===== src/design/brb_pkg.sv =====
// shared constants, command codes and position arithmetic for the byte ring buffer
// depends on nothing; imported by byte_ring_buffer
`default_nettype none

package brb_pkg;

   localparam int SLOT_COUNT = 256;
   localparam int MAX_BURST  = 64;

   localparam int POS_W  = 8;
   localparam int DATA_W = 8;
   localparam int CMD_W  = 3;
   localparam int REM_W  = (MAX_BURST > 1) ? $clog2(MAX_BURST) : 1;

   localparam logic [POS_W-1:0] USABLE_RESET = POS_W'(SLOT_COUNT - 1);
   localparam logic [POS_W:0]   USABLE_MAX   = (POS_W+1)'(SLOT_COUNT - 1);
   localparam logic [POS_W-1:0] BURST_CAP    = POS_W'(MAX_BURST);

   typedef enum logic [CMD_W-1:0] {
      CMD_WRITE   = 3'd0,
      CMD_ADVANCE = 3'd1,
      CMD_READ    = 3'd2,
      CMD_SKIP    = 3'd3,
      CMD_STATUS  = 3'd4
   } cmd_type;

   typedef enum logic [1:0] {
      ST_IDLE  = 2'b01,
      ST_BURST = 2'b10
   } state_type;

   // (pos + n) mod slots, valid while pos < slots and n < slots
   function automatic logic [POS_W-1:0] wrap_add(input logic [POS_W-1:0] pos,
                                                 input logic [POS_W-1:0] n,
                                                 input logic [POS_W:0]   slots);
      logic [POS_W:0] sum;
      sum = {1'b0, pos} + {1'b0, n};
      if (sum >= slots) begin
         sum = sum - slots;
      end
      return sum[POS_W-1:0];
   endfunction

endpackage

`default_nettype wire


===== src/design/brb_ram.sv =====
// generic single-clock ram, one write port and one read port with registered read
// depends on nothing
`default_nettype none

module brb_ram #(
   parameter int WIDTH = 8,
   parameter int DEPTH = 256
) (
   input  wire logic                     clock,
   input  wire logic                     wr_en,
   input  wire logic [$clog2(DEPTH)-1:0] wr_addr,
   input  wire logic [WIDTH-1:0]         wr_data,
   input  wire logic                     rd_en,
   input  wire logic [$clog2(DEPTH)-1:0] rd_addr,
   output logic      [WIDTH-1:0]         rd_data
);

   logic [WIDTH-1:0] mem_ff [DEPTH];
   logic [WIDTH-1:0] rd_data_ff;

   always_ff @(posedge clock) begin
      if (wr_en) begin
         mem_ff[wr_addr] <= wr_data;
      end
      if (rd_en) begin
         rd_data_ff <= mem_ff[rd_addr];
      end
   end

   assign rd_data = rd_data_ff;

endmodule

`default_nettype wire


===== src/design/byte_ring_buffer.sv =====
// Byte ring buffer keeping one slot empty; usable size is set through the csr
// write channel (a write also empties the buffer). Write byte, advance, skip and
// status may be started back to back; their single result appears on rsp_strobe
// the cycle after start. A read burst of n bytes (n = min(count, bytes available,
// 64)) issues one byte store read per cycle; busy stays high while the reads after
// the first are issued, and the bytes come out on n consecutive strobes starting
// the cycle after start. Results cannot be held off: each is valid for exactly its
// strobe cycle. No clearing pass follows reset, and advance counts slots as filled
// without writing them, so the store can be read at slots that were never written.
// depends on brb_pkg and brb_ram
`default_nettype none

module byte_ring_buffer (
   input  wire logic                      clock,
   input  wire logic                      reset,
   // command channel
   input  wire logic                      start,
   output logic                           busy,
   input  wire logic [brb_pkg::CMD_W-1:0] req_cmd,
   input  wire logic [brb_pkg::DATA_W-1:0] req_data_in,
   input  wire logic [brb_pkg::POS_W-1:0] req_count,
   // result channel
   output logic                           rsp_strobe,
   output logic [brb_pkg::DATA_W-1:0]     rsp_data_out,
   output logic                           rsp_data_valid,
   output logic                           rsp_last,
   output logic [brb_pkg::POS_W-1:0]      rsp_done_count,
   output logic [brb_pkg::POS_W-1:0]      rsp_bytes_available,
   output logic [brb_pkg::POS_W-1:0]      rsp_free_space,
   output logic                           rsp_is_empty,
   // capacity register
   input  wire logic                      csr_valid,
   output logic                           csr_ready,
   input  wire logic [brb_pkg::POS_W-1:0] csr_data
);

   import brb_pkg::*;

   state_type        state_ff, state_in;
   logic [POS_W-1:0] rd_pos_ff, rd_pos_in;
   logic [POS_W-1:0] wr_pos_ff, wr_pos_in;
   logic [POS_W-1:0] usable_ff, usable_in;
   logic [POS_W-1:0] burst_addr_ff, burst_addr_in;
   logic [REM_W-1:0] remain_ff, remain_in;

   logic              rsp_strobe_ff, rsp_strobe_in;
   logic              rsp_data_valid_ff, rsp_data_valid_in;
   logic              rsp_last_ff, rsp_last_in;
   logic [POS_W-1:0]  rsp_done_count_ff, rsp_done_count_in;
   logic [POS_W-1:0]  rsp_bytes_available_ff, rsp_bytes_available_in;
   logic [POS_W-1:0]  rsp_free_space_ff, rsp_free_space_in;
   logic              rsp_is_empty_ff, rsp_is_empty_in;

   logic              accept;
   logic              csr_write;
   logic [POS_W:0]    slots;
   logic [POS_W-1:0]  avail;
   logic [POS_W-1:0]  free_now;
   logic [POS_W-1:0]  n_adv;
   logic [POS_W-1:0]  n_av;
   logic [POS_W-1:0]  n_rd;
   logic [POS_W-1:0]  done;
   logic [POS_W-1:0]  avail_after;

   logic              ram_wr_en;
   logic              ram_rd_en;
   logic [POS_W-1:0]  ram_rd_addr;
   logic [DATA_W-1:0] ram_rd_data;

   brb_ram #(
      .WIDTH (DATA_W),
      .DEPTH (SLOT_COUNT)
   ) u_store (
      .clock   (clock),
      .wr_en   (ram_wr_en),
      .wr_addr (wr_pos_ff),
      .wr_data (req_data_in),
      .rd_en   (ram_rd_en),
      .rd_addr (ram_rd_addr),
      .rd_data (ram_rd_data)
   );

   assign busy      = (state_ff == ST_BURST);
   // a capacity write never shares an edge with an accepted command
   assign csr_ready = !busy && !start;
   assign accept    = start && !busy;
   assign csr_write = csr_valid && csr_ready;
   assign slots     = {1'b0, usable_ff} + (POS_W+1)'(1);

   // positions always stay below slots, so one conditional add wraps the difference
   always_comb begin
      logic [POS_W:0] diff;
      diff = {1'b0, wr_pos_ff} - {1'b0, rd_pos_ff};
      if (wr_pos_ff < rd_pos_ff) begin
         diff = diff + slots;
      end
      avail    = diff[POS_W-1:0];
      free_now = usable_ff - avail;
      n_adv    = (req_count < free_now) ? req_count : free_now;
      n_av     = (req_count < avail) ? req_count : avail;
      n_rd     = (n_av > BURST_CAP) ? BURST_CAP : n_av;
   end

   always_comb begin
      state_in               = state_ff;
      rd_pos_in              = rd_pos_ff;
      wr_pos_in              = wr_pos_ff;
      usable_in              = usable_ff;
      burst_addr_in          = burst_addr_ff;
      remain_in              = remain_ff;
      rsp_strobe_in          = 1'b0;
      rsp_data_valid_in      = 1'b0;
      rsp_last_in            = 1'b1;
      rsp_done_count_in      = rsp_done_count_ff;
      rsp_bytes_available_in = rsp_bytes_available_ff;
      rsp_free_space_in      = rsp_free_space_ff;
      rsp_is_empty_in        = rsp_is_empty_ff;
      ram_wr_en              = 1'b0;
      ram_rd_en              = 1'b0;
      ram_rd_addr            = rd_pos_ff;
      done                   = '0;
      avail_after            = avail;

      if (csr_write) begin
         if (csr_data == '0) begin
            usable_in = POS_W'(1);
         end else if ({1'b0, csr_data} > USABLE_MAX) begin
            usable_in = USABLE_MAX[POS_W-1:0];
         end else begin
            usable_in = csr_data;
         end
         rd_pos_in = '0;
         wr_pos_in = '0;
      end else if (state_ff == ST_BURST) begin
         // one store read per cycle; the strobe lines up with the registered read data
         ram_rd_en         = 1'b1;
         ram_rd_addr       = burst_addr_ff;
         burst_addr_in     = wrap_add(burst_addr_ff, POS_W'(1), slots);
         remain_in         = remain_ff - REM_W'(1);
         rsp_strobe_in     = 1'b1;
         rsp_data_valid_in = 1'b1;
         rsp_last_in       = (remain_ff == REM_W'(1));
         if (remain_ff == REM_W'(1)) begin
            state_in = ST_IDLE;
         end
      end else if (accept) begin
         rsp_strobe_in = 1'b1;
         case (req_cmd)
            CMD_WRITE: begin
               if (free_now != '0) begin
                  ram_wr_en   = 1'b1;
                  wr_pos_in   = wrap_add(wr_pos_ff, POS_W'(1), slots);
                  done        = POS_W'(1);
                  avail_after = avail + POS_W'(1);
               end
            end
            CMD_ADVANCE: begin
               wr_pos_in   = wrap_add(wr_pos_ff, n_adv, slots);
               done        = n_adv;
               avail_after = avail + n_adv;
            end
            CMD_READ: begin
               done        = n_rd;
               avail_after = avail - n_rd;
               if (n_rd != '0) begin
                  ram_rd_en         = 1'b1;
                  rsp_data_valid_in = 1'b1;
                  rsp_last_in       = (n_rd == POS_W'(1));
                  rd_pos_in         = wrap_add(rd_pos_ff, n_rd, slots);
                  burst_addr_in     = wrap_add(rd_pos_ff, POS_W'(1), slots);
                  remain_in         = REM_W'(n_rd - POS_W'(1));
                  if (n_rd != POS_W'(1)) begin
                     state_in = ST_BURST;
                  end
               end
            end
            CMD_SKIP: begin
               rd_pos_in   = wrap_add(rd_pos_ff, n_av, slots);
               done        = n_av;
               avail_after = avail - n_av;
            end
            default: begin
               // status and unused codes change nothing
               done = '0;
            end
         endcase
         rsp_done_count_in      = done;
         rsp_bytes_available_in = avail_after;
         rsp_free_space_in      = usable_ff - avail_after;
         rsp_is_empty_in        = (avail_after == '0);
      end
   end

   always_ff @(posedge clock) begin
      if (reset) begin
         state_ff      <= ST_IDLE;
         rd_pos_ff     <= '0;
         wr_pos_ff     <= '0;
         usable_ff     <= USABLE_RESET;
         rsp_strobe_ff <= 1'b0;
      end else begin
         state_ff      <= state_in;
         rd_pos_ff     <= rd_pos_in;
         wr_pos_ff     <= wr_pos_in;
         usable_ff     <= usable_in;
         rsp_strobe_ff <= rsp_strobe_in;
      end
   end

   always_ff @(posedge clock) begin
      burst_addr_ff          <= burst_addr_in;
      remain_ff              <= remain_in;
      rsp_data_valid_ff      <= rsp_data_valid_in;
      rsp_last_ff            <= rsp_last_in;
      rsp_done_count_ff      <= rsp_done_count_in;
      rsp_bytes_available_ff <= rsp_bytes_available_in;
      rsp_free_space_ff      <= rsp_free_space_in;
      rsp_is_empty_ff        <= rsp_is_empty_in;
   end

   assign rsp_strobe          = rsp_strobe_ff;
   assign rsp_data_out        = rsp_data_valid_ff ? ram_rd_data : '0;
   assign rsp_data_valid      = rsp_data_valid_ff;
   assign rsp_last            = rsp_last_ff;
   assign rsp_done_count      = rsp_done_count_ff;
   assign rsp_bytes_available = rsp_bytes_available_ff;
   assign rsp_free_space      = rsp_free_space_ff;
   assign rsp_is_empty        = rsp_is_empty_ff;

   // every burst cycle must put a byte transaction out on the next cycle
   a_burst_emits: assert property (@(posedge clock) disable iff (reset)
      busy |=> (rsp_strobe && rsp_data_valid))
      else $error("burst cycle produced no byte transaction");

   // a byte that is not the last of its burst means the burst is still running
   a_burst_continues: assert property (@(posedge clock) disable iff (reset)
      (rsp_strobe && rsp_data_valid && !rsp_last) |-> busy)
      else $error("burst stopped before its last byte");

   a_single_is_last: assert property (@(posedge clock) disable iff (reset)
      (rsp_strobe && !rsp_data_valid) |-> rsp_last)
      else $error("non-byte transaction without last");

   a_space_sums: assert property (@(posedge clock) disable iff (reset)
      rsp_strobe |->
         (({1'b0, rsp_bytes_available} + {1'b0, rsp_free_space}) == {1'b0, usable_ff}))
      else $error("available plus free does not match usable size");

   a_empty_flag: assert property (@(posedge clock) disable iff (reset)
      rsp_strobe |-> (rsp_is_empty == (rsp_bytes_available == '0)))
      else $error("empty flag disagrees with byte count");

endmodule

`default_nettype wire

===== config.mk =====
export PLATFORM = sky130hd
export DESIGN_NAME = byte_ring_buffer
export DESIGN_NICKNAME = d
export VERILOG_FILES = /design/src/design/brb_pkg.sv /design/src/design/brb_ram.sv /design/src/design/byte_ring_buffer.sv
export SDC_FILE = /design/constraint.sdc
export NUM_CORES = 2
export LEC_CHECK = 0
export BUFFER_PORTS_ARGS = -buffer_cell sky130_fd_sc_hd__buf_2
export CAP_MARGIN = 40
export CORE_UTILIZATION = 30
export CTS_CLUSTER_DIAMETER = 40
export DETAILED_ROUTE_END_ITERATION = 8
export GPL_TIMING_DRIVEN = 1
export HOLD_SLACK_MARGIN = 0.15
export PLACE_DENSITY = 0.52
export SLEW_MARGIN = 20
export SYNTH_ARGS = -nofsm -noshare
export SYNTH_HDL_FRONTEND = slang
export SYNTH_SLANG_ARGS = --single-unit

===== constraint.sdc =====
create_clock -name clock -period 9.3 [get_ports clock]
set_input_delay 2.79 -clock clock [delete_from_list [all_inputs] [get_ports clock]]
set_output_delay 2.79 -clock clock [all_outputs]
set_load 0.05 [all_outputs]

== Word level (Yosys, flattened, before mapping) ==
Memory sizes are Yosys's and may differ from the RTL's. A register that Yosys moved wholly into a read port is not among the register bits.
Cells that the tools add are included.
Operators by class
  add/sub/neg operators: 23
  order comparisons: 10
  eq/ne operators: 10
  multiplexer cells: 57
  bitwise gates (word level): 2
  reductions and logical operators: 22
Operators by type and width (count)
  2-to-1 mux 8 bit: 24
  subtractor 8 bit: 11
  one-hot mux 8 bit (4 select lines): 2
  >= comparator 9 bit: 6
  adder 8 x 1 -> 9 bit, second input constant: 4
  one-hot mux 8 bit (2 select lines): 2
  adder 8 x 8 -> 9 bit: 3
  < comparator 8 bit: 3
  2-to-1 mux 6 bit: 4
  2-to-1 mux 1 bit: 19
  adder 8 bit: 2
  zero test 8 bit: 2
  nonzero test 8 bit: 2
  2-to-1 mux 2 bit: 6
  AND reduction 4 bit: 3
  nonzero test 2 bit: 6
  subtractor 6 x 1 -> 6 bit, second input constant: 2
  adder 8 x 1 -> 8 bit, second input constant: 1
  equality test 8 x 1 -> 1 bit, second input constant: 1
  > comparator 8 x 7 -> 1 bit, second input constant: 1
  != test 8 x 1 -> 1 bit, second input constant: 1
  equality test 3 x 2 -> 1 bit, second input constant: 2
  equality test 6 x 1 -> 1 bit, second input constant: 1
  AND reduction 6 bit: 1
  10 further kinds: 15
Word-level totals
  register bits after elaboration: 68
  bits in writable memories: 2048
  bits of input ports: 31
  output and inout port bits: 38
  memories: 1
Memories
  u_store.mem_ff: depth 256, bits a word 8, read ports 1, clocked after Yosys merged registers in 1, wr ports 1, line brb_ram.sv:18  | logic [WIDTH-1:0] mem_ff [DEPTH];

== Depth between registers and ports, before layout ==
  depth after elaboration: 13
  gate-level depth with buffers: 49

== Cells and area by module ==
From an unflattened synthesis, not the netlist that was laid out.
Second synthesis, totals
  cell total of the unflattened synthesis: 4912
  area total of the unflattened synthesis: 89065.4 µm²
By module, submodules not included
  brb_ram: instances 1, cells an instance 3733, area each 79636.4 µm², sequential area each 61739.2 µm²
  byte_ring_buffer: instances 1, cells an instance 1179, area each 9429.0 µm², sequential area each 1751.7 µm²

== Worst setup path before layout ==
No wires, ideal clock.
  path kind: input port to flip-flop
  start: in req_count[3] in the netlist's numbering
  end: reg rsp_free_space_ff[7], in the netlist rsp_free_space[7] (data pin)
  setup time: 271 ps
  arrival time: 8687 ps
  slack: 343 ps
  cell stages on the path: 30
  path buffers: 1
  path through: ha_1 -> a21o_1 -> a21oi_1 -> nor3b_1 -> a22oi_1 -> maj3_1 -> maj3_1 -> a21o_1 -> buf_2 -> mux2_2 -> o31ai_1 -> inv_1 -> nand2_1 -> o21a_1 -> ha_1 -> nor2b_1 -> o21ai_0 -> nand2b_1 -> a21o_1 -> a21o_1 -> xnor2_1 -> a21oi_1 -> o21ai_0 -> ha_1 -> a21o_1 -> a21oi_1 -> xor2_1 -> o21ai_0 -> a2111oi_0 -> nand4_1
On the way
  longest elaborated chain between the ends: 10
  elaborated cells between the ends (all ways): 14
  classes of those cells: add/sub (4); order compare (3); mux (7)
Ends and longest elaborated chain
  start: declaration: line byte_ring_buffer.sv:21  | input wire logic [brb_pkg::POS_W-1:0] req_count,
  < comparator 8 bit: line byte_ring_buffer.sv:100  | n_av = (req_count < avail) ? req_count : avail;
  2-to-1 mux 8 bit: line byte_ring_buffer.sv:100
  > comparator 8 x 7 -> 1 bit: line byte_ring_buffer.sv:101  | n_rd = (n_av > BURST_CAP) ? BURST_CAP : n_av;
  2-to-1 mux 8 bit: line byte_ring_buffer.sv:101
  subtractor 8 bit: line byte_ring_buffer.sv:164  | avail_after = avail - n_rd;
  one-hot mux 8 bit (4 select lines) (*): line byte_ring_buffer.sv:148  | case (req_cmd)
  2-to-1 mux 8 bit (*): line byte_ring_buffer.sv:146  | end else if (accept) begin
  2-to-1 mux 8 bit (*): line byte_ring_buffer.sv:134  | end else if (state_ff == ST_BURST) begin
  2-to-1 mux 8 bit (*): line byte_ring_buffer.sv:124  | if (csr_write) begin
  subtractor 8 bit (*): line byte_ring_buffer.sv:189  | rsp_free_space_in = usable_ff - avail_after;
  end signal: assignment: line byte_ring_buffer.sv:217  | rsp_free_space_ff <= rsp_free_space_in;
  end: declaration: line byte_ring_buffer.sv:51  | logic [POS_W-1:0] rsp_free_space_ff, rsp_free_space_in;
Every way passes the cells marked *; elsewhere a longest branch is shown, timed or not. The select of a mux whose other input is x is not followed.
A chain may end at the register's enable or synchronous reset.

== Final worst setup path ==
  start: reg wr_pos_ff[0]
  end: reg rsp_free_space_ff[7], in the netlist rsp_free_space[7] (data pin)
On the way
  longest elaborated chain between the ends: 13
  elaborated cells between the ends (all ways): 22
  classes of those cells: add/sub (8); order compare (4); mux (9); reduce/logical (1)
Ends and longest elaborated chain
  start: declaration: line byte_ring_buffer.sv:41  | logic [POS_W-1:0] wr_pos_ff, wr_pos_in;
  start signal: assignment: line byte_ring_buffer.sv:204  | wr_pos_ff <= wr_pos_in;
  subtractor 8 bit: line byte_ring_buffer.sv:93  | diff = {1'b0, wr_pos_ff} - {1'b0, rd_pos_ff};
  adder 8 bit: line byte_ring_buffer.sv:95  | diff = diff + slots;
  2-to-1 mux 8 bit (*): line byte_ring_buffer.sv:94  | if (wr_pos_ff < rd_pos_ff) begin
  < comparator 8 bit: line byte_ring_buffer.sv:100
  2-to-1 mux 8 bit: line byte_ring_buffer.sv:100
  > comparator 8 x 7 -> 1 bit: line byte_ring_buffer.sv:101
  2-to-1 mux 8 bit: line byte_ring_buffer.sv:101
  subtractor 8 bit: line byte_ring_buffer.sv:164
  one-hot mux 8 bit (4 select lines) (*): line byte_ring_buffer.sv:148
  2-to-1 mux 8 bit (*): line byte_ring_buffer.sv:146
  2-to-1 mux 8 bit (*): line byte_ring_buffer.sv:134
  2-to-1 mux 8 bit (*): line byte_ring_buffer.sv:124
  subtractor 8 bit (*): line byte_ring_buffer.sv:189
Marks and branches as above.

==> flow_summary.json <==
{
  "core_area_um2": 296800,
  "cap_violations": 0,
  "final_util": 0.3594,
  "synth_edf_count": 2095,
  "ys_seq_area_frac": 0.7090,
  "routabilityCongestion": 0.8336,
  "numPortBuffers": 68,
  "period_minus_slack_ns": 8.695,
  "critical_path_class": "reg2reg",
  "ir_worst_vdd_mv": 0.3935,
  "layout_common_cells": "edfxtp_1 (2095), mux4_2 (512), nor2_1 (380)",
  "insertion_delay_ns": 0.86,
  "ys_async_sr_fraction": 0,
  "grt_pass1_vias": 49550,
  "drc_errors": 0,
  "cts_tree": "done",
  "h-tree-depth": 5,
  "dr_total_vias": 49120,
  "drv_slew": 0,
  "hpwl_um": 144600,
  "dr_wl_met3_um": 13650,
  "synth_flop_cell": "edfxtp_1",
  "grt.total_usage": 0.1583,
  "yosys_warnings": 0,
  "io_pins": 69,
  "endpoint_kind": "flop",
  "synth-seq-cells": 2124,
  "top_layer": "met5",
  "clock_skew_ns": 0.08962,
  "timing.fmax_mhz": 115.0,
  "critPathSlowestCell": "fa_1",
  "wl_um": 242800,
  "finalHoldViolCount": 0,
  "clk_pin_slew_ns": 0.05,
  "required_ns": 9.85,
  "syn_nets": 5269,
  "holdWs_ns": 0.4947,
  "fin_nets": 5704,
  "wl_met2_um": 115900,
  "cts.path.max_buffers": 4,
  "final_common_cell": "edfxtp_1",
  "slew_headroom": 0.3096,
  "worst-path-max-fanout": 10,
  "setup_tns_ns": 0,
  "die_h_um": 548.3,
  "layout-drive-gt1-share": 0.2576,
  "p_leak_nw": 35.69,
  "syn-cell-area_um2": 89550,
  "antenna_found_initial": 9,
  "period_share": 0.9349,
  "status": "completed",
  "synth_cell_types": 80,
  "syn_area_per_cell_um2": 17.59,
  "dieWidth_um": 548.3,
  "grt_pass1_wl_um": 351400,
  "finalSetupViolations": 0,
  "startpoint_type": "flop",
  "pwr_density_cell_nw_per_um2": 340.0,
  "slowest_delay_ns": 0.47,
  "instances_no_fill": 9686,
  "worst_pin_slew_ns": 1.036,
  "wl_met1_um": 106600,
  "ant_nets": 0,
  "cts_sinks": 2124,
  "initial_utilization": 0.3017,
  "area_growth_pct": 19.12,
  "place_inst": 9096,
  "hold_path.class": "reg2reg",
  "grt_max_degree": 158,
  "firstDrtPassIters": 7,
  "syn_inst": 5090,
  "grt_overflow": 0,
  "cp.arrival_ns": 9.25,
  "dieArea_um2": 300700,
  "cts_root_buffer": "clkbuf_16",
  "drt_iter0_drc": 4303,
  "critPathMostFrequentCell": "ha_1",
  "cts_buffers": 289,
  "rows": 200,
  "wl_per_cell_um": 25.06,
  "vias_per_cell": 5.071
}
[kinds of logic (layout without fill, tap and decap cells)]
| family | Yosys count | after routing | synth area share |
|---|---|---|---|
| AOI/OAI and AO/OA | 663 | 663 | 0.05009 |
| xor gates and xnor gates | 106 | 106 | 0.01062 |
| adders and majority gates | 150 | 150 | 0.02208 |
| buffers and inverters | 382 | 1038 | 0.01631 |
| DFF | 2124 | 2124 | 0.7090 |
| muxes | 591 | 591 | 0.1379 |
| other | 1 | 2 | 0.00004188 |
| and+or+nand+nor | 1073 | 1073 | 0.05396 |
[Yosys cell counts, types with 26 or more instances]
cell type | instances | share of area
a21oi_1 | 153 | 0.0086
edfxtp_1 | 2095 | 0.70
nand2_1 | 373 | 0.016
a31oi_1 | 70 | 0.0049
dfxtp_1 | 29 | 0.0065
clkbuf_1 | 197 | 0.0083
ha_1 | 134 | 0.019
a311oi_1 | 66 | 0.0065
xnor2_1 | 67 | 0.0066
inv_1 | 88 | 0.0037
and2_1 | 141 | 0.0099
buf_1 | 79 | 0.0033
xor2_1 | 36 | 0.0035
nor2b_1 | 35 | 0.0024
a21o_1 | 43 | 0.0036
nor2_1 | 380 | 0.016
mux2i_1 | 62 | 0.0069
o21ai_0 | 66 | 0.0037
mux4_2 | 512 | 0.13
a211oi_1 | 178 | 0.015
nand3_1 | 26 | 0.0015
[area by class of cell]
cell class	instances	area [um^2]
Multi-Input combinational cell	2584	24740
Clock inverter	195	1998
Inverter	91	344.1
Antenna cell	1	2.502
Clock buffer	317	7485
Sequential cell	2124	63490
Tap cell	3939	4928
Timing Repair Buffer	435	3671
Fill cell	27840	190100
[state kept, by name (all words and copies together) (netlist names), 8 cells and up]
| signal | count |
|---|---|
| usable_ff | 8 |
| rsp_free_space | 8 |
| u_store.rd_data | 8 |
| rsp_done_count | 8 |
| rd_pos_ff | 8 |
| u_store.mem_ff | 2048 |
| burst_addr_ff | 8 |
| wr_pos_ff | 8 |
| rsp_bytes_available | 8 |
[where the power goes]
part	switching (mW)	internal (mW)
clock	4.34	6.56
sequential	0.0386	10.8
combinational	8.50	6.03
total	12.9	23.4
[path summary, 6_finish.rpt]
path | startpoint | to | slack (ns) | cells after the start
hold reg to reg | state_ff[1]$_SDFFE_PP0P_ | state_ff[1]$_SDFFE_PP0P_ | 0.49 | 2
setup reg to reg | wr_pos_ff[0]$_SDFFE_PP0P_ | rsp_free_space[7]$_DFFE_PP_ | 0.60 | 41
setup / recovery | wr_pos_ff[0]$_SDFFE_PP0P_ | rsp_free_space[7]$_DFFE_PP_ | 0.60 | 41
hold / removal | state_ff[1]$_SDFFE_PP0P_ | state_ff[1]$_SDFFE_PP0P_ | 0.49 | 2
[what timing repair did]
action	in CTS	in global routing
hold buffers	0	0
setup buffers	0	4
endpoints found under the setup margin	0	15
resized for setup	0	8
[critical path, delay by kind of cell, from the launching register on]
kind	cells	cell delay (ns)
buffers and inverters	6	0.60
AOI/OAI and AO/OA	16	2.82
adders and majority gates	7	2.27
muxes	3	0.96
xor gates and xnor gates	5	0.96
DFF	1	0.32
and+or+nand+nor	4	0.51
[per-layer routing]
metal | track usage | vias up
met3 | 0.02228 | 375
met2 | 0.2564 | 1582
li1 | - | 21320
met4 | 0.04672 | 4
met5 | 0 | -
met1 | 0.2209 | 25850
[metrics by stage]
step | power [mW] | instance area (um^2) | setup WS (ns)
after floorplan | 20.71 | 89550 | 0.3425
after global placement | 25.24 | 95850 | 0.03528
after detailed placement | 25.28 | 96470 | 0.1927
after CTS | 36.26 | 106000 | 0.2934
after global routing | 38.20 | 106700 | -0.008829
final | 36.26 | 106700 | 0.6050
Note: power is estimated with default switching activity, not from simulation.
